$ cat config.mk
export PLATFORM = sky130hd
export DESIGN_NAME = bmwf_window
export DESIGN_NICKNAME = d
export VERILOG_FILES = /design/src/rtl/bmwf_pkg.sv /design/src/rtl/bmwf_window.sv
export SDC_FILE = /design/constraint.sdc
export NUM_CORES = 1
export LEC_CHECK = 0
export BUFFER_PORTS_ARGS = -buffer_cell sky130_fd_sc_hd__buf_4
export CAP_MARGIN = 20
export CORE_MARGIN = 3
export CORE_UTILIZATION = 35
export DETAILED_ROUTE_END_ITERATION = 10
export PLACE_DENSITY = 0.65
export SETUP_SLACK_MARGIN = 0.1
export SKIP_LAST_GASP = 1
export SYNTH_ARGS = -nofsm -noshare
export SYNTH_HDL_FRONTEND = slang
export SYNTH_SLANG_ARGS = --single-unit
export TNS_END_PERCENT = 20
$ cat constraint.sdc
create_clock -name clk_i -period 9.6 [get_ports clk_i]
set_input_delay 1.92 -clock clk_i [delete_from_list [all_inputs] [get_ports clk_i]]
set_output_delay 1.92 -clock clk_i [all_outputs]
set_load 0.03 [all_outputs]
$ cat src/rtl/bmwf_pkg.sv
`timescale 1ns / 1ps

package bmwf_pkg;

  localparam int MAX_WIDTH  = 2048;
  localparam int MAX_HEIGHT = 2048;

  localparam int DIM_W  = 12;  // width / height register
  localparam int THR_W  = 5;
  localparam int ROW_W  = 12;  // input row runs a few rows past the image
  localparam int OROW_W = 11;
  localparam int LINE_W = 4;   // rows kept per column
  localparam int WIN_W  = 25;
  localparam int CNT_W  = 5;

  localparam int WIDTH_RESET  = 2048;
  localparam int HEIGHT_RESET = 2048;
  localparam logic [THR_W-1:0] THRESHOLD_RESET = 5'd12;

  localparam int CFG_IDX_W = 2;
  localparam logic [CFG_IDX_W-1:0] REG_IMAGE_WIDTH     = 2'd0;
  localparam logic [CFG_IDX_W-1:0] REG_IMAGE_HEIGHT    = 2'd1;
  localparam logic [CFG_IDX_W-1:0] REG_COUNT_THRESHOLD = 2'd2;

  typedef struct packed {
    logic req_type;
    logic pixel;
  } in_word_t;

  typedef struct packed {
    logic filtered_pixel;
    logic end_of_row;
    logic end_of_frame;
  } out_word_t;

  typedef struct packed {
    logic [CFG_IDX_W-1:0] index;
    logic [DIM_W-1:0]     value;
  } cfg_word_t;

  // per-column control handed from the scan stage to the column stage
  typedef struct packed {
    logic              pixel;
    logic [LINE_W-1:0] row_mask;
    logic              emit;
    logic              end_of_row;
    logic              end_of_frame;
    logic [4:0]        slot_mask;
  } col_ctl_t;

endpackage

$ cat src/rtl/bmwf_window.sv
`timescale 1ns / 1ps

module bmwf_window #(
  parameter int MAX_WIDTH = bmwf_pkg::MAX_WIDTH,
  localparam int ColW = $clog2(MAX_WIDTH)
) (
  input  logic                         clk_i,
  input  logic                         rst_ni,
  input  logic                         clear_i,
  input  logic [bmwf_pkg::THR_W-1:0]   thr_i,
  input  logic                         load_i,
  input  logic [ColW-1:0]              addr_i,
  input  bmwf_pkg::col_ctl_t           ctl_i,
  output logic                         ready_o,
  input  logic [bmwf_pkg::LINE_W-1:0]  rd_data_i,
  output logic                         wr_en_o,
  output logic [ColW-1:0]              wr_addr_o,
  output logic [bmwf_pkg::LINE_W-1:0]  wr_data_o,
  output logic                         out_valid_o,
  output bmwf_pkg::out_word_t          out_word_o,
  input  logic                         out_ready_i
);

  localparam int LineW = bmwf_pkg::LINE_W;
  localparam int WinW  = bmwf_pkg::WIN_W;
  localparam int CntW  = bmwf_pkg::CNT_W;

  function automatic logic [2:0] count5(input logic [4:0] v);
    logic [2:0] n;
    n = '0;
    for (int i = 0; i < 5; i++) begin
      n = n + 3'(v[i]);
    end
    return n;
  endfunction

  logic                s1_valid_q;
  bmwf_pkg::col_ctl_t  s1_ctl_q;
  logic [ColW-1:0]     s1_addr_q;
  logic                fwd_q;
  logic [LineW-1:0]    fwd_data_q;
  logic [WinW-1:0]     win_q;
  logic                out_valid_q;
  bmwf_pkg::out_word_t out_word_q;

  logic             fire;
  logic [LineW-1:0] above;
  logic [4:0]       col;
  logic [WinW-1:0]  win_new;
  logic [CntW-1:0]  cnt;

  assign fire    = s1_valid_q && (!out_valid_q || out_ready_i);
  assign ready_o = !s1_valid_q || fire;

  // w == 1: the next word reads the column being written this cycle
  assign above   = fwd_q ? fwd_data_q : rd_data_i;
  assign col     = {above & s1_ctl_q.row_mask, s1_ctl_q.pixel};
  assign win_new = {win_q[WinW-6:0], col};

  always_comb begin
    cnt = '0;
    for (int k = 0; k < 5; k++) begin
      if (s1_ctl_q.slot_mask[k]) begin
        cnt = cnt + CntW'(count5(win_new[5*k +: 5]));
      end
    end
  end

  assign wr_en_o   = fire;
  assign wr_addr_o = s1_addr_q;
  assign wr_data_o = col[LineW-1:0];

  always_ff @(posedge clk_i or negedge rst_ni) begin
    if (!rst_ni) begin
      s1_valid_q  <= 1'b0;
      fwd_q       <= 1'b0;
      win_q       <= '0;
      out_valid_q <= 1'b0;
    end else begin
      if (load_i) begin
        s1_valid_q <= 1'b1;
        fwd_q      <= fire && (s1_addr_q == addr_i);
      end else if (fire) begin
        s1_valid_q <= 1'b0;
      end
      if (clear_i) begin
        win_q <= '0;
      end else if (fire) begin
        win_q <= s1_ctl_q.end_of_frame ? '0 : win_new;
      end
      if (fire && s1_ctl_q.emit) begin
        out_valid_q <= 1'b1;
      end else if (out_ready_i) begin
        out_valid_q <= 1'b0;
      end
    end
  end

  always_ff @(posedge clk_i) begin
    if (load_i) begin
      s1_ctl_q   <= ctl_i;
      s1_addr_q  <= addr_i;
      fwd_data_q <= col[LineW-1:0];
    end
    if (fire && s1_ctl_q.emit) begin
      out_word_q.filtered_pixel <= cnt > thr_i;
      out_word_q.end_of_row     <= s1_ctl_q.end_of_row;
      out_word_q.end_of_frame   <= s1_ctl_q.end_of_frame;
    end
  end

  assign out_valid_o = out_valid_q;
  assign out_word_o  = out_word_q;

endmodule

## Word level (Yosys, flattened, before mapping)

Index checks and enable logic that the tools add are counted.

- $add $sub $neg: 24
- Multipliers: 0
- Div/mod/pow operators: 0
- $lt $le $gt $ge: 1
- Equal/unequal tests: 1
- Shifts and indexed selects: 0
- Muxes and demuxes: 13
- Bitwise logic cells: 1
- Reduce and logical (&&, ||, !) cells: 10

Operators with widths:

| operator | count |
|---|---|
| $mux 20 | 3 |
| $add 3x1->3 | 10 |
| $add 5x3->5 | 4 |
| $mux 5 | 4 |
| $add 2x1->3 | 5 |
| $eq 11x11->1 | 1 |
| $add 1x1->2 | 5 |
| $reduce_bool 2->1 | 3 |
| $gt 5x5->1 | 1 |
| $and 4x4->4 | 1 |
| $mux 1 | 4 |
| $mux 4 | 1 |
| $logic_and 1x1->1 | 3 |
| $mux 3 | 1 |
| $logic_not 1->1 | 2 |
| $logic_or 1x1->1 | 2 |

- Bits in registers: 54
- Latch bits: 0
- Memory bits (writable): 0
- ROM bits: 0
- Input port bits: 38
- Output and inout port bits: 21
- Logic and storage cells: 65
- Memories kept: 0

## Longest topological paths before layout

- Depth in word-level cells: 16
- Gate-level depth with buffers: 36
- Gate-level depth less buffers: 35

## Worst setup path after synthesis

No wires, ideal clock.

- Path type: in2reg
- From: input rd_data_i[2] (netlist name)
- To: register out_word_q (netlist bit out_word_o[2]), data pin
- Setup time: 0.261 ns
- Arrival time: 9.570 ns
- Required time: 9.339 ns
- Setup slack: -0.231 ns
- Stages on the path: 33
- Path buffers: 0
- Path through: mux2i_1 -> nor2b_1 -> fa_1 -> inv_1 -> fa_1 -> nor2b_1 -> fa_1 -> inv_1 -> fa_1 -> inv_1 -> ha_1 -> inv_1 -> fa_1 -> o21ai_0 -> ha_1 -> inv_1 -> fa_1 -> a21oi_1 -> ha_1 -> fa_1 -> mux2_2 -> ha_1 -> fa_1 -> nand2_1 -> nor2_1 -> o311a_4 -> a211o_1 -> a31oi_1 -> o22ai_1 -> xnor2_1 -> ha_1 -> a21oi_1 -> a31oi_1

- Word-level cells in the longest chain between the ends: 14

RTL lines:

| element | line | source |
|---|---|---|
| start, declared | bmwf_window.sv:15 | `input logic [bmwf_pkg::LINE_W-1:0] rd_data_i,` |
| $mux 4 * | bmwf_window.sv:56 | `assign above = fwd_q ? fwd_data_q : rd_data_i;` |
| $and 4x4->4 * | bmwf_window.sv:57 | `assign col = {above & s1_ctl_q.row_mask, s1_ctl_q.pixel};` |
| net wr_data_o, one bit | bmwf_window.sv:18 | `output logic [bmwf_pkg::LINE_W-1:0] wr_data_o,` |
| $add 3x1->3 * (2 in a row) | bmwf_window.sv:32 | `n = n + 3'(v[i]);` |
| $mux 3 * | bmwf_window.sv:63 | `if (s1_ctl_q.slot_mask[k]) begin` |
| $add 5x3->5 | bmwf_window.sv:64 | `cnt = cnt + CntW'(count5(win_new[5*k +: 5]));` |
| $mux 5 * | bmwf_window.sv:63 |  |
| $add 5x3->5 | bmwf_window.sv:64 |  |
| $mux 5 * | bmwf_window.sv:63 |  |
| $add 5x3->5 | bmwf_window.sv:64 |  |
| $mux 5 * | bmwf_window.sv:63 |  |
| $add 5x3->5 | bmwf_window.sv:64 |  |
| $mux 5 * | bmwf_window.sv:63 |  |
| $gt 5x5->1 * | bmwf_window.sv:106 | `out_word_q.filtered_pixel <= cnt > thr_i;` |
| end, declared | bmwf_window.sv:44 | `bmwf_pkg::out_word_t out_word_q;` |

The timed path passes the listed nets; every way through them passes the cells marked *.
A chain may end at the register's enable or synchronous reset.

## Worst setup path after layout

- From: input rd_data_i[0] (netlist name)
- To: register out_word_q (netlist bit out_word_o[2]), data pin

- Word-level cells in the longest chain between the ends: 16

RTL lines:

| element | line |
|---|---|
| $mux 4 * | bmwf_window.sv:56 |
| $and 4x4->4 * | bmwf_window.sv:57 |
| $add 1x1->2 * | bmwf_window.sv:32 |
| $add 2x1->3 * | bmwf_window.sv:32 |
| $add 3x1->3 * (2 in a row) | bmwf_window.sv:32 |
| $mux 3 * | bmwf_window.sv:63 |
| $add 5x3->5 | bmwf_window.sv:64 |
| $mux 5 * | bmwf_window.sv:63 |
| $add 5x3->5 | bmwf_window.sv:64 |
| $mux 5 * | bmwf_window.sv:63 |
| $add 5x3->5 | bmwf_window.sv:64 |
| $mux 5 * | bmwf_window.sv:63 |
| $add 5x3->5 | bmwf_window.sv:64 |
| $mux 5 * | bmwf_window.sv:63 |
| $gt 5x5->1 * | bmwf_window.sv:106 |

Mark *: on every way between the ends. The rest lies on a longest branch, timed or not.

==> summary.md <==
| Metric | Value |
|---|---|
| Vias in the first global route | about 2.3k |
| Antenna viol nets, final | 0 |
| Wire per inst | ~14 um |
| Non-filler cells in the finished layout | 453 |
| Clk Latency, worst-skew pair | 310 ps |
| Design Area, Final | about 0.0041 mm^2 |
| Crit share post-route | a little over nine tenths |
| Mapped Cells | 277 |
| H-tree Lvls | 2 |
| Core area | ~0.0089 mm^2 |
| Setup crit start kind | input pin |
| Maximum clock frequency | roughly 110 MHz |
| Gr ovfl total | 0 |
| Synth top area share | between 20% and 30% |
| CP Data Required Time | slightly below 10000 ps |
| Detailed Routing Iterations Pass 1 | 4 |
| Initial DRC count | slightly above 90 |
| Avg Synthesized Cell Area | between 10 and 15 um^2 |
| Inserted Diodes | 0 |
| Worst ir drop on vdd | 0.0000720 V |
| Vias | around 2.2k |
| Net count after synthesis | between 300 and 400 |
| Max incr delay on CP | ~520 ps |
| Placed cell count | approximately 450 |
| Num ports | 59 |
| WP data arrival | 9290 ps |
| Status | complete, no violations |
| Initial antenna violation count | 0 |
| Final Hold Viols | 0 |
| Post-synth top cells | inv_1 (32), edfxtp_1 (31), dfrtp_1 (23), ha_1 (22), nand2_1 (16) |
| # Max-Cap Violations | 0 |
| Power density over the cells | about 140 mW/mm^2 |
| Layout filler cell count | between 700 and 800 |
| Crit path top cell by count | fa_1 |
| Crit Path Max Fanout | 3 |
| Pins over their slew limit | 0 |
| Pin count of the biggest net entering global routing | 32 |
| Ys async rst share | around 43% |
| Initial cell density of the core | between 30 and 40% |
| Share of layout cells above drive strength 1 | 31.0% |
| Clock root cell | clkbuf_8 |
| Gpl congestion | about 0.76 |
| Synthesized flop and latch total | 54 |
| CTS tree | yes |
| Area leader, netlist | edfxtp_1 |
| Clk pin slew, worst setup/hold paths | roughly 100 ps |
| Die ar. | 0.0105 mm^2 |
| Die Span Y | roughly 100 um |
| Layout Skew | around 8.7 ps |
| Post-DP Area | 0.00389 mm^2 |
| Most numerous cell in the Yosys netlist | inv_1 |
| YS warnings | 0 |
| Clk buf depth | 2 |
| Met2 usage | between 20% and 30% |
| Tot Pwr | 0.000565 W |
| Area delta synth->final | 26.2% |
| Post-synth EDFFs | 31 |
| LEAKAGE | 1.84 nW |
| Syn Std Cell Area | about 0.0033 mm^2 |
| Final Critical Period | a little over 9000 ps |
| Nets | around 420 |
| Top post-synthesis cells by area | edfxtp_1 (29%), dfrtp_1 (18%), fa_1 (8.6%), ha_1 (8.4%), a22o_1 (3.8%) |
| TritonCTS buffer count | 5 |
| Critical path type | input pin to register |
| Hold Crit Class | register to register |
| Post-route DRC | 0 |
| Crit path capture type | register |
| First-pass GRT wire length | 10400 um |
| Clk sink count | 54 |
| Crit-path slowest cell | fa_1 |
| DP Wirelength | about 5000 um |
| GR Util met1 | 16.5% |
| GRT met3 Usage | just over 4% |
| Register area share after synthesis | between 40% and 50% |
| Chip width | 103 um |
| Worst hold margin | ~430 ps |
| Worst Max-Slew Pin Slew | approximately 920 ps |
| Gr busiest metal | met2 |
| RSZ-0062 raised after global routing | no |
| Overall Global Routing Usage | between 10% and 20% |
| Wirelength, routed | approximately 6300 um |
| Via density per instance | ~4.9 |
| Synth cell types | 46 |
| Ys flop type | edfxtp_1 |
| Max-slew headroom | 38.1% |
| Number of cell rows | 34 |
| Port buffer count | 58 |
| Setup-failing EPs final | 0 |
-- stage by stage --
stage / TNS (ps) / util (%) / worst slack (ps)
finish: 0 / 46.3 / 377
detailed placement: -334 / 43.8 / -334
global placement: -145 / 43.8 / -145
floorplan: 0 / - / 108
CTS: 0 / 45.3 / 108
global route: 0 / 46.3 / 88.2
-- area by class of cell --
cell class                 count  area [um^2]  area share [%]
timing repair buffer          68          510            12.4
clock inverter                 3         42.5            1.03
clock buffer                   5         68.8            1.67
multi-input combinational    182         1730            42.0
inverter                      33          124            3.01
tap                          108          135            3.28
sequential                    54         1510            36.6
-- per-layer routing --
layer | up-vias | wire [um]
met3 | 7 | 419
met1 | 1041 | 2780
met4 | 0 | 70
met2 | 57 | 3000
li1 | 1100 | -
met5 | - | 0
-- worst max-delay path: cells and delay by family --
kind | cells | cell delay (ps)
adders and majority gates | 13 | 5170
AOI/OAI and AO/OA | 7 | 1050
buffers and inverters | 7 | 440
and+or+nand+nor | 4 | 340
muxes | 2 | 230
xor gates and xnor gates | 1 | 140
-- power breakdown --
part,switching [W],leakage [nW],internal (W),total [W]
Sequential,0.0000107,0.620,0.000260,0.000271
Combinational,0.0000726,1.16,0.0000660,0.000139
Clock,0.0000778,0.0562,0.0000780,0.000156
Total,0.000161,1.84,0.000404,0.000565
-- worst paths after layout --
path	from	endpoint	slack (ps)	cells after the start
max in group asynchronous	rst_ni	win_q[0]$_DFFE_PN0P_	7870	1
min reg2reg	s1_ctl_q[6]$_DFFE_PP_	out_word_o[1]$_DFFE_PP_	430	0
min	s1_ctl_q[6]$_DFFE_PP_	out_word_o[1]$_DFFE_PP_	430	0
max reg2reg	fwd_q$_DFFE_PN0P_	out_word_o[2]$_DFFE_PP_	1390	33
max	rd_data_i[0]	out_word_o[2]$_DFFE_PP_	380	34
min in group asynchronous	rst_ni	win_q[17]$_DFFE_PN0P_	1490	1
-- cell usage in the layout, fill, tap and decap left out, types with 4 or more instances in the layout --
cell type / count
xnor2_1: 12
buf_4: 68
a22o_1: 14
a21oi_2: 4
nand2_1: 16
xor2_1: 12
and2_1: 5
nor2b_1: 5
dfrtp_1: 23
nor2_1: 8
and3_1: 4
fa_1: 13
ha_1: 16
o21ai_0: 12
clkbuf_8: 5
mux2_2: 5
edfxtp_1: 31
ha_4: 5
inv_1: 31
-- what timing repair did --
| action | CTS | global route |
|---|---|---|
| gates cloned | 0 | 0 |
| hold buffers | 0 | 0 |
| setup endpoints to repair | 1 | 1 |
| pin swaps | 1 | 11 |
| setup buffers | 0 | 0 |
| resized for setup | 4 | 17 |
-- flip-flops by register name (all words and copies together), names as in the netlist --
| register | count |
|---|---|
| win_q | 20 |
| fwd_data_q | 4 |
| s1_valid_q | 1 |
| s1_ctl_q | 12 |
| wr_addr_o | 11 |
| wr_data_o | 1 |
| out_word_o | 3 |
| out_valid_o | 1 |
| fwd_q | 1 |
-- cell families after synthesis --
family	share of synthesized area, %
DFF	46.1
muxes	3.30
buffers and inverters	4.94
AOI/OAI and AO/OA	12.3
adders and majority gates	17.0
and+or+nand+nor	9.31
xor gates and xnor gates	6.94
No activity file was read; power rests on OpenSTA's default activity.
