--- src/rtl/bmwf_pkg.sv ---
`timescale 1ns / 1ps

package bmwf_pkg;

  localparam int MAX_WIDTH  = 2048;
  localparam int MAX_HEIGHT = 2048;

  localparam int DIM_W  = 12;  // width / height register
  localparam int THR_W  = 5;
  localparam int ROW_W  = 12;  // input row runs a few rows past the image
  localparam int OROW_W = 11;
  localparam int LINE_W = 4;   // rows kept per column
  localparam int WIN_W  = 25;
  localparam int CNT_W  = 5;

  localparam int WIDTH_RESET  = 2048;
  localparam int HEIGHT_RESET = 2048;
  localparam logic [THR_W-1:0] THRESHOLD_RESET = 5'd12;

  localparam int CFG_IDX_W = 2;
  localparam logic [CFG_IDX_W-1:0] REG_IMAGE_WIDTH     = 2'd0;
  localparam logic [CFG_IDX_W-1:0] REG_IMAGE_HEIGHT    = 2'd1;
  localparam logic [CFG_IDX_W-1:0] REG_COUNT_THRESHOLD = 2'd2;

  typedef struct packed {
    logic req_type;
    logic pixel;
  } in_word_t;

  typedef struct packed {
    logic filtered_pixel;
    logic end_of_row;
    logic end_of_frame;
  } out_word_t;

  typedef struct packed {
    logic [CFG_IDX_W-1:0] index;
    logic [DIM_W-1:0]     value;
  } cfg_word_t;

  // per-column control handed from the scan stage to the column stage
  typedef struct packed {
    logic              pixel;
    logic [LINE_W-1:0] row_mask;
    logic              emit;
    logic              end_of_row;
    logic              end_of_frame;
    logic [4:0]        slot_mask;
  } col_ctl_t;

endpackage

--- src/rtl/bmwf_scan.sv ---
`timescale 1ns / 1ps

module bmwf_scan #(
  parameter int MAX_WIDTH = bmwf_pkg::MAX_WIDTH,
  localparam int ColW = $clog2(MAX_WIDTH),
  localparam int WidW = $clog2(MAX_WIDTH + 1)
) (
  input  logic                          clk_i,
  input  logic                          rst_ni,
  input  logic                          cfg_we_i,
  input  bmwf_pkg::cfg_word_t           cfg_word_i,
  output logic                          clear_o,
  output logic [bmwf_pkg::THR_W-1:0]    thr_o,
  input  logic                          acc_i,
  input  bmwf_pkg::in_word_t            in_word_i,
  output logic                          load_o,
  output logic [ColW-1:0]               addr_o,
  output bmwf_pkg::col_ctl_t            ctl_o
);

  localparam int DimW  = bmwf_pkg::DIM_W;
  localparam int RowW  = bmwf_pkg::ROW_W;
  localparam int ORowW = bmwf_pkg::OROW_W;
  localparam int LineW = bmwf_pkg::LINE_W;

  localparam logic [DimW:0]   MaxWidthX = (DimW + 1)'(MAX_WIDTH);
  localparam logic [WidW-1:0] WidthMax  = WidW'(MAX_WIDTH);
  localparam logic [WidW-1:0] WidthRst  = (bmwf_pkg::WIDTH_RESET > MAX_WIDTH) ?
                                          WidthMax : WidW'(bmwf_pkg::WIDTH_RESET);
  localparam logic [DimW-1:0] HeightMax = DimW'(bmwf_pkg::MAX_HEIGHT);
  localparam logic [DimW-1:0] HeightRst = DimW'(bmwf_pkg::HEIGHT_RESET);

  logic [WidW-1:0]            width_q;
  logic [DimW-1:0]            height_q;
  logic [bmwf_pkg::THR_W-1:0] thr_q;
  logic [ColW-1:0]            icol_q;
  logic [RowW-1:0]            irow_q;
  logic [ColW-1:0]            ocol_q;
  logic [ORowW-1:0]           orow_q;

  logic            cfg_hit;
  logic [WidW-1:0] width_new;
  logic [DimW-1:0] height_new;
  logic            idle_drain;
  logic            emit, eor, eof;
  logic [WidW-1:0] icol_p1, ocol_p1;
  logic [WidW:0]   opos;
  logic [LineW-1:0] row_mask;
  logic [4:0]      slot_mask;

  assign cfg_hit = cfg_we_i &&
                   (cfg_word_i.index == bmwf_pkg::REG_IMAGE_WIDTH ||
                    cfg_word_i.index == bmwf_pkg::REG_IMAGE_HEIGHT ||
                    cfg_word_i.index == bmwf_pkg::REG_COUNT_THRESHOLD);

  always_comb begin
    if (cfg_word_i.value == '0) begin
      width_new = WidW'(1);
    end else if ({1'b0, cfg_word_i.value} > MaxWidthX) begin
      width_new = WidthMax;
    end else begin
      width_new = WidW'(cfg_word_i.value);
    end
    if (cfg_word_i.value == '0) begin
      height_new = DimW'(1);
    end else if (cfg_word_i.value > HeightMax) begin
      height_new = HeightMax;
    end else begin
      height_new = cfg_word_i.value;
    end
  end

  // a drain before the first pixel of a frame is swallowed
  assign idle_drain = in_word_i.req_type && (irow_q == '0) && (icol_q == '0);
  assign load_o     = acc_i && !idle_drain;

  // linear position >= 2*width+2, written without the multiply
  assign emit = (irow_q >= RowW'(4)) ||
                ((irow_q == RowW'(3)) && (width_q >= WidW'(2))) ||
                ((irow_q == RowW'(2)) && (icol_q >= ColW'(2)));

  assign icol_p1 = WidW'(icol_q) + WidW'(1);
  assign ocol_p1 = WidW'(ocol_q) + WidW'(1);
  assign opos    = (WidW + 1)'(ocol_q) + (WidW + 1)'(2);
  assign eor     = emit && (ocol_p1 >= width_q);
  assign eof     = eor && (({1'b0, orow_q} + DimW'(1)) >= height_q);

  always_comb begin
    for (int j = 0; j < LineW; j++) begin
      row_mask[j] = irow_q >= RowW'(j + 1);
    end
    // window slot k covers output column ocol + 2 - k
    for (int k = 0; k < 5; k++) begin
      slot_mask[k] = (opos >= (WidW + 1)'(k)) &&
                     ((opos - (WidW + 1)'(k)) < (WidW + 1)'(width_q));
    end
  end

  always_comb begin
    ctl_o.pixel        = in_word_i.pixel && !in_word_i.req_type &&
                         ((DimW + 1)'(irow_q) < (DimW + 1)'(height_q));
    ctl_o.row_mask     = row_mask;
    ctl_o.emit         = emit;
    ctl_o.end_of_row   = eor;
    ctl_o.end_of_frame = eof;
    ctl_o.slot_mask    = slot_mask;
  end

  always_ff @(posedge clk_i or negedge rst_ni) begin
    if (!rst_ni) begin
      width_q  <= WidthRst;
      height_q <= HeightRst;
      thr_q    <= bmwf_pkg::THRESHOLD_RESET;
      icol_q   <= '0;
      irow_q   <= '0;
      ocol_q   <= '0;
      orow_q   <= '0;
    end else if (cfg_we_i) begin
      case (cfg_word_i.index)
        bmwf_pkg::REG_IMAGE_WIDTH:     width_q  <= width_new;
        bmwf_pkg::REG_IMAGE_HEIGHT:    height_q <= height_new;
        bmwf_pkg::REG_COUNT_THRESHOLD: thr_q    <= cfg_word_i.value[bmwf_pkg::THR_W-1:0];
        default: ;
      endcase
      if (cfg_hit) begin
        icol_q <= '0;
        irow_q <= '0;
        ocol_q <= '0;
        orow_q <= '0;
      end
    end else if (load_o) begin
      if (eof) begin
        icol_q <= '0;
        irow_q <= '0;
        ocol_q <= '0;
        orow_q <= '0;
      end else begin
        if (icol_p1 >= width_q) begin
          icol_q <= '0;
          irow_q <= irow_q + RowW'(1);
        end else begin
          icol_q <= icol_q + ColW'(1);
        end
        if (eor) begin
          ocol_q <= '0;
          orow_q <= orow_q + ORowW'(1);
        end else if (emit) begin
          ocol_q <= ocol_q + ColW'(1);
        end
      end
    end
  end

  assign clear_o = cfg_hit;
  assign thr_o   = thr_q;
  assign addr_o  = icol_q;

endmodule

--- config.mk ---
export PLATFORM = sky130hd
export DESIGN_NAME = bmwf_scan
export DESIGN_NICKNAME = d
export VERILOG_FILES = /design/src/rtl/bmwf_pkg.sv /design/src/rtl/bmwf_scan.sv
export SDC_FILE = /design/constraint.sdc
export NUM_CORES = 1
export LEC_CHECK = 0
export ABC_CLOCK_PERIOD_IN_PS = 10200
export BUFFER_PORTS_ARGS = -buffer_cell sky130_fd_sc_hd__buf_4
export CORE_ASPECT_RATIO = 0.8
export CORE_MARGIN = 2
export CORE_UTILIZATION = 50
export DETAILED_ROUTE_END_ITERATION = 8
export GPL_TIMING_DRIVEN = 1
export PLACE_DENSITY = 0.67
export SYNTH_ARGS = -nofsm -noshare
export SYNTH_HDL_FRONTEND = slang
export SYNTH_SLANG_ARGS = --single-unit
--- constraint.sdc ---
create_clock -name clk_i -period 10.2 [get_ports clk_i]
set_clock_uncertainty 0.15 [all_clocks]
set_input_delay 1.02 -clock clk_i [delete_from_list [all_inputs] [get_ports clk_i]]
set_output_delay 1.02 -clock clk_i [all_outputs]
set_load 0.01 [all_outputs]
# Word-level counts from Yosys, hierarchy flattened
# Cells that the tools add are included.
[totals]
reg_bits = 74
output_inout_bits = 31
word_cells = 105
memories = 0
in_bits = 20
romBits = 0
ram_bits = 0
latch_bits = 0
[classes]
multipliers = 0
mux = 23
n_eq_ne = 5
addsub = 12
n_bitwise = 0
n_div = 0
n_lt_le_gt_ge = 22
shifts = 0
reduce_logical = 36
[op_table]
columns = ["op", "count"]
rows = [
  ["2-to-1 mux 11 bit", 14],
  ["2-to-1 mux 12 bit", 9],
  [">= comparator 12 x 2 -> 1 bit (second input constant)", 5],
  ["< comparator 13 x 12 -> 1 bit", 4],
  ["adder 11 x 1 -> 12 bit (second input constant)", 3],
  [">= comparator 12 x 1 -> 1 bit (second input constant)", 3],
  [">= comparator 12 bit", 3],
  ["adder 11 x 1 -> 11 bit (second input constant)", 3],
  ["subtractor 12 x 2 -> 13 bit (second input constant)", 2],
  ["equality test 12 x 2 -> 1 bit (second input constant)", 2],
  [">= comparator 12 x 3 -> 1 bit (second input constant)", 2],
  ["greater-than comparator 12 bit (second input constant)", 2],
  ["logical NOT 12 bit", 2],
  ["< comparator 12 bit", 2],
  ["logical AND 1 bit", 15],
  ["subtractor 12 x 1 -> 13 bit (second input constant)", 1],
  ["subtractor 12 x 3 -> 13 bit (second input constant)", 1],
  ["adder 11 x 2 -> 12 bit (second input constant)", 1],
  ["adder 12 x 1 -> 12 bit (second input constant)", 1],
  [">= comparator 11 x 2 -> 1 bit (second input constant)", 1],
  ["logical NOT 11 bit", 1],
  ["AND reduction 3 bit", 3],
  ["AND reduction 2 bit", 4],
  ["nonzero test 3 bit", 2],
  ["other kinds (8)", 12],
]

# Longest topological paths before layout
[logic_depth]
depth_word = 9
ltp_mapped = 17
depth_no_buf = 15

# Worst setup path after synthesis
# OpenSTA, ideal clock, no wires.
[synth_path]
kind = "register to output"
startpoint = "register ocol_q[1]"
endpoint = "output ctl_o[2] (netlist name)"
arrival_time_ps = 3987
stages_incl_launch_ff = 17
n_path_buf = 2
slack_ps = 5043
cell_sequence = "dfrtp_1 -> clkbuf_1 -> inv_1 -> ha_1 -> clkbuf_1 -> inv_1 -> ha_1 -> nand3_1 -> nor3_2 -> nand2_1 -> a21oi_1 -> xor2_1 -> ha_1 -> a211o_1 -> a21oi_1 -> o21ai_0 -> a2111oi_0"
[synth_rtl]
columns = ["element", "line", "source"]
rows = [
  ["start: declaration", "bmwf_scan.sv:38", "logic [ColW-1:0] ocol_q;"],
  ["start signal: assignment", "bmwf_scan.sv:148", "ocol_q <= ocol_q + ColW'(1);"],
  ["end: declaration", "bmwf_scan.sv:18", "output bmwf_pkg::col_ctl_t ctl_o"],
]

==> impl_metrics.env <==
export IMPL_synth_mux_area_share_pct=2.533
export IMPL_floorplan_core_area_mm2=0.01374
export IMPL_avgSynthCellArea_um2=8.655
export IMPL_tritoncts="built"
export IMPL_clock_sink_count=74
export IMPL_final_setup_violation_count=0
export IMPL_end_kind="output pin"
export IMPL_nNetsFinal=989
export IMPL_io_pins=51
export IMPL_timing_worst_setup_path_type="reg -> out"
export IMPL_cap_violations=0
export IMPL_timing_final_crit_period_ps=5903
export IMPL_power_per_cell_area_mw_per_mm2=202.6
export IMPL_hpwl_um=14560
export IMPL_slew_headroom_pct=36.17
export IMPL_syn_inst=822
export IMPL_cts_setup_buffers=0
export IMPL_avgRoutedWirePerCell_um=18.38
export IMPL_postRouteWirelength_um=19030
export IMPL_synth_ff_latch_count=74
export IMPL_synthArstFlopShare_pct=100.0
export IMPL_grt_antenna_before_repair=0
export IMPL_critical_path_arrival_ps=4730
export IMPL_fp_dieArea_mm2=0.01520
export IMPL_floorplan_die_width_um=137.4
export IMPL_fill_cells=1253
export IMPL_floorplan_rows=38
export IMPL_finalHoldViolations=0
export IMPL_crit_path_start_kind="flop"
export IMPL_ys_types=64
export IMPL_numPlacedInstances=1019
export IMPL_synth_top_family_by_area="adder cells"
export IMPL_synth_edf_count=0
export IMPL_final_min_period_over_clock_period_pct=57.87
export IMPL_grt_pass1_vias=6040
export IMPL_grt_first_pass_wirelength_um=31330
export IMPL_synth_yosys_warnings=0
export IMPL_vdd_drop_max_v=0.0001238
export IMPL_synthesized_area_fraction_occupied_by_adder_cells_pct=20.93
export IMPL_grt_max_degree=75
export IMPL_netlist_area_mm2=0.007114
export IMPL_cts_resized=0
export IMPL_area_growth_syn_to_layout_pct=11.03
export IMPL_rsz_0062_raised_after_global_routing="false"
export IMPL_max_freq_ghz=0.1694
export IMPL_fin_setup_tns_ps=0
export IMPL_drc=0
export IMPL_final_cell_count_no_fill=1035
export IMPL_cts_reportedPaths_clkPinSlew_ps=60
export IMPL_post_synth_and_or_nand_nor_area_fraction_pct=17.18
export IMPL_vias_per_cell=6.074
export IMPL_drtIter0Drc=552
export IMPL_required_ps=9030
export IMPL_dominantRegCellSynth="sky130_fd_sc_hd__dfrtp_1"
export IMPL_die_height_um=110.7
export IMPL_status="finished clean"
export IMPL_synth_nets=961
export IMPL_grt_total_usage_pct=26.00
export IMPL_initial_utilization_pct=51.78
export IMPL_worst_hold_path_type="reg -> reg"
export IMPL_cts_buffers_inserted=9
export IMPL_multi_input_area_mm2=0.004905
export IMPL_cp_max_fo=16
export IMPL_h_tree_depth=3
export IMPL_clock_tree_buffer_depth=2
export IMPL_timing_worst_slew_pin_value_ps=957.4
export IMPL_finalHoldWorstSlack_ps=328.8
export IMPL_synth_yosys_seq_area_share_pct=26.10
export IMPL_leakagePower_nw=3.740
export IMPL_globalRoute_totalOverflow=0
export IMPL_cts_hold_repair_buffers=0
export IMPL_n_antenna_cell=0
export IMPL_synth_xor_xnor_area_share_pct=8.864
export IMPL_num_vias=6287
export IMPL_synth_compound_area_share_pct=19.40
export IMPL_drive_above_1_share_pct=11.46
export IMPL_root_buffer_cell="sky130_fd_sc_hd__clkbuf_16"
export IMPL_sequential_cell_area_mm2=0.001857
export IMPL_detailedRoute_firstPassIterationCount=5
export IMPL_antenna_violating_nets_post_route=0
export IMPL_gpl_wtd_cong=0.9489
export IMPL_port_buffers=50
export IMPL_clock_latency_ps=340
export IMPL_maxSlewViolCount=0
-- final timing paths --
path,slack (ps),endpoint,start,cells after the start
setup / recovery,4300,ctl_o[2],ocol_q[1],14
hold / removal,330,height_q[1],height_q[1],2
setup reg to reg,5470,irow_q[11],ocol_q[1],10
hold reg to reg,330,height_q[1],height_q[1],2
max in group asynchronous,8600,thr_o[4],rst_ni,1
min in group asynchronous,660,addr_o[7],rst_ni,1
-- metal layers --
layer	vias up	track usage (%)	routed length [µm]
met5	-	0	0
met4	0	4.948	161
met3	16	5.350	1490
met2	211	36.25	7744
met1	3034	41.09	9631
li1	3026	-	-
-- sequential cells by signal, indices dropped and copies added (netlist names) --
| register | flops |
|---|---|
| height_q | 12 |
| ocol_q | 11 |
| irow_q | 12 |
| orow_q | 11 |
| width_q | 12 |
| addr_o | 11 |
| thr_o | 5 |
-- critical path: stages (launching register included) --
cell,delay (ps)
sky130_fd_sc_hd__dfrtp_1,560
sky130_fd_sc_hd__ha_1,420
sky130_fd_sc_hd__xnor2_1,500
sky130_fd_sc_hd__ha_1,350
sky130_fd_sc_hd__nand3_1,230
sky130_fd_sc_hd__nor3_2,440
sky130_fd_sc_hd__nand2_1,300
sky130_fd_sc_hd__a21oi_1,220
sky130_fd_sc_hd__xor2_1,100
sky130_fd_sc_hd__ha_1,240
sky130_fd_sc_hd__a211o_1,270
sky130_fd_sc_hd__a21oi_1,100
sky130_fd_sc_hd__o21ai_0,90
sky130_fd_sc_hd__a2111oi_0,370
sky130_fd_sc_hd__buf_4,190
-- synth_stat cells, drive strengths merged (6+ instances only) --
cell    count  area share (%)
xnor2      53             6.5
nand2b     15             1.3
mux2i       9             1.3
a21oi      39             2.7
nand4      12             1.1
nand2      91             4.8
or3         8            0.70
a211oi     10             1.1
o21ai      76             5.3
nor2       26             1.4
a22o        8            0.98
buf        18             1.6
inv        44             2.3
clkbuf     19             1.0
ha        119              21
o21a        8            0.84
xor2       19             2.3
o31ai       6            0.70
nor4       10            0.88
dfrtp      70              25
and3       14             1.2
a21o        8            0.84
nor2b       8            0.70
mux2        8             1.3
o21bai     12             1.3
or2         6            0.53
nand3      32             2.3
nor3       11            0.84
a32o       11             1.5
-- cell type report --
class                      instances  share of cell area [%]
sequential                        74                   23.51
multi-input combinational        666                   62.09
tap                              180                   2.851
clock buffer                      11                   3.200
timing repair buffer              54                   5.132
inverter                          45                   2.138
clock inverter                     5                   1.077
-- stage by stage --
stage	setup WS, ps	cell area (µm²)	util [%]	power (mW)
after floorplan	5043	7114	-	0.9754
after global placement	4811	7561	55.03	1.206
after detailed placement	4737	7561	55.03	1.231
after CTS	4330	7899	57.49	1.593
after global routing	3762	7899	57.49	1.742
final	4297	7899	57.49	1.600
-- placed cells by master, fill, tap and decap left out, types with 9 or more instances in the layout --
master                      synthesis  final
sky130_fd_sc_hd__nand4_1           12     12
sky130_fd_sc_hd__a32o_1            11     11
sky130_fd_sc_hd__nor4_1            10     10
sky130_fd_sc_hd__dfrtp_1           70     70
sky130_fd_sc_hd__xor2_1            19     19
sky130_fd_sc_hd__xnor2_1           53     53
sky130_fd_sc_hd__clkbuf_16          0      9
sky130_fd_sc_hd__nand2_1           91     91
sky130_fd_sc_hd__ha_1             119    119
sky130_fd_sc_hd__a211oi_1           9      9
sky130_fd_sc_hd__buf_4              6     54
sky130_fd_sc_hd__mux2i_1            9      9
sky130_fd_sc_hd__nand3_1           32     32
sky130_fd_sc_hd__o21bai_1          12     12
sky130_fd_sc_hd__o21ai_0           66     66
sky130_fd_sc_hd__nor3_1            10     10
sky130_fd_sc_hd__inv_1             42     42
sky130_fd_sc_hd__o21ai_1           10     10
sky130_fd_sc_hd__a21oi_1           39     39
sky130_fd_sc_hd__nor2_1            26     25
sky130_fd_sc_hd__and3_1            14     14
sky130_fd_sc_hd__nand2b_1          15     15
-- power by group --
part / total (mW) / switching (mW) / internal (mW)
combinational: 0.865 / 0.492 / 0.372
clock: 0.360 / 0.131 / 0.229
sequential: 0.376 / 0.0490 / 0.327
-- kinds of logic after synthesis --
group / count (synthesis)
XOR/XNOR: 72
AO/OA/AOI/OAI: 211
buffers and inverters: 82
adder cells (fa/ha/maj): 119
flip-flops: 74
multiplexers: 17
AND/OR/NAND/NOR: 247
Note: power is estimated with default switching activity, not from simulation.
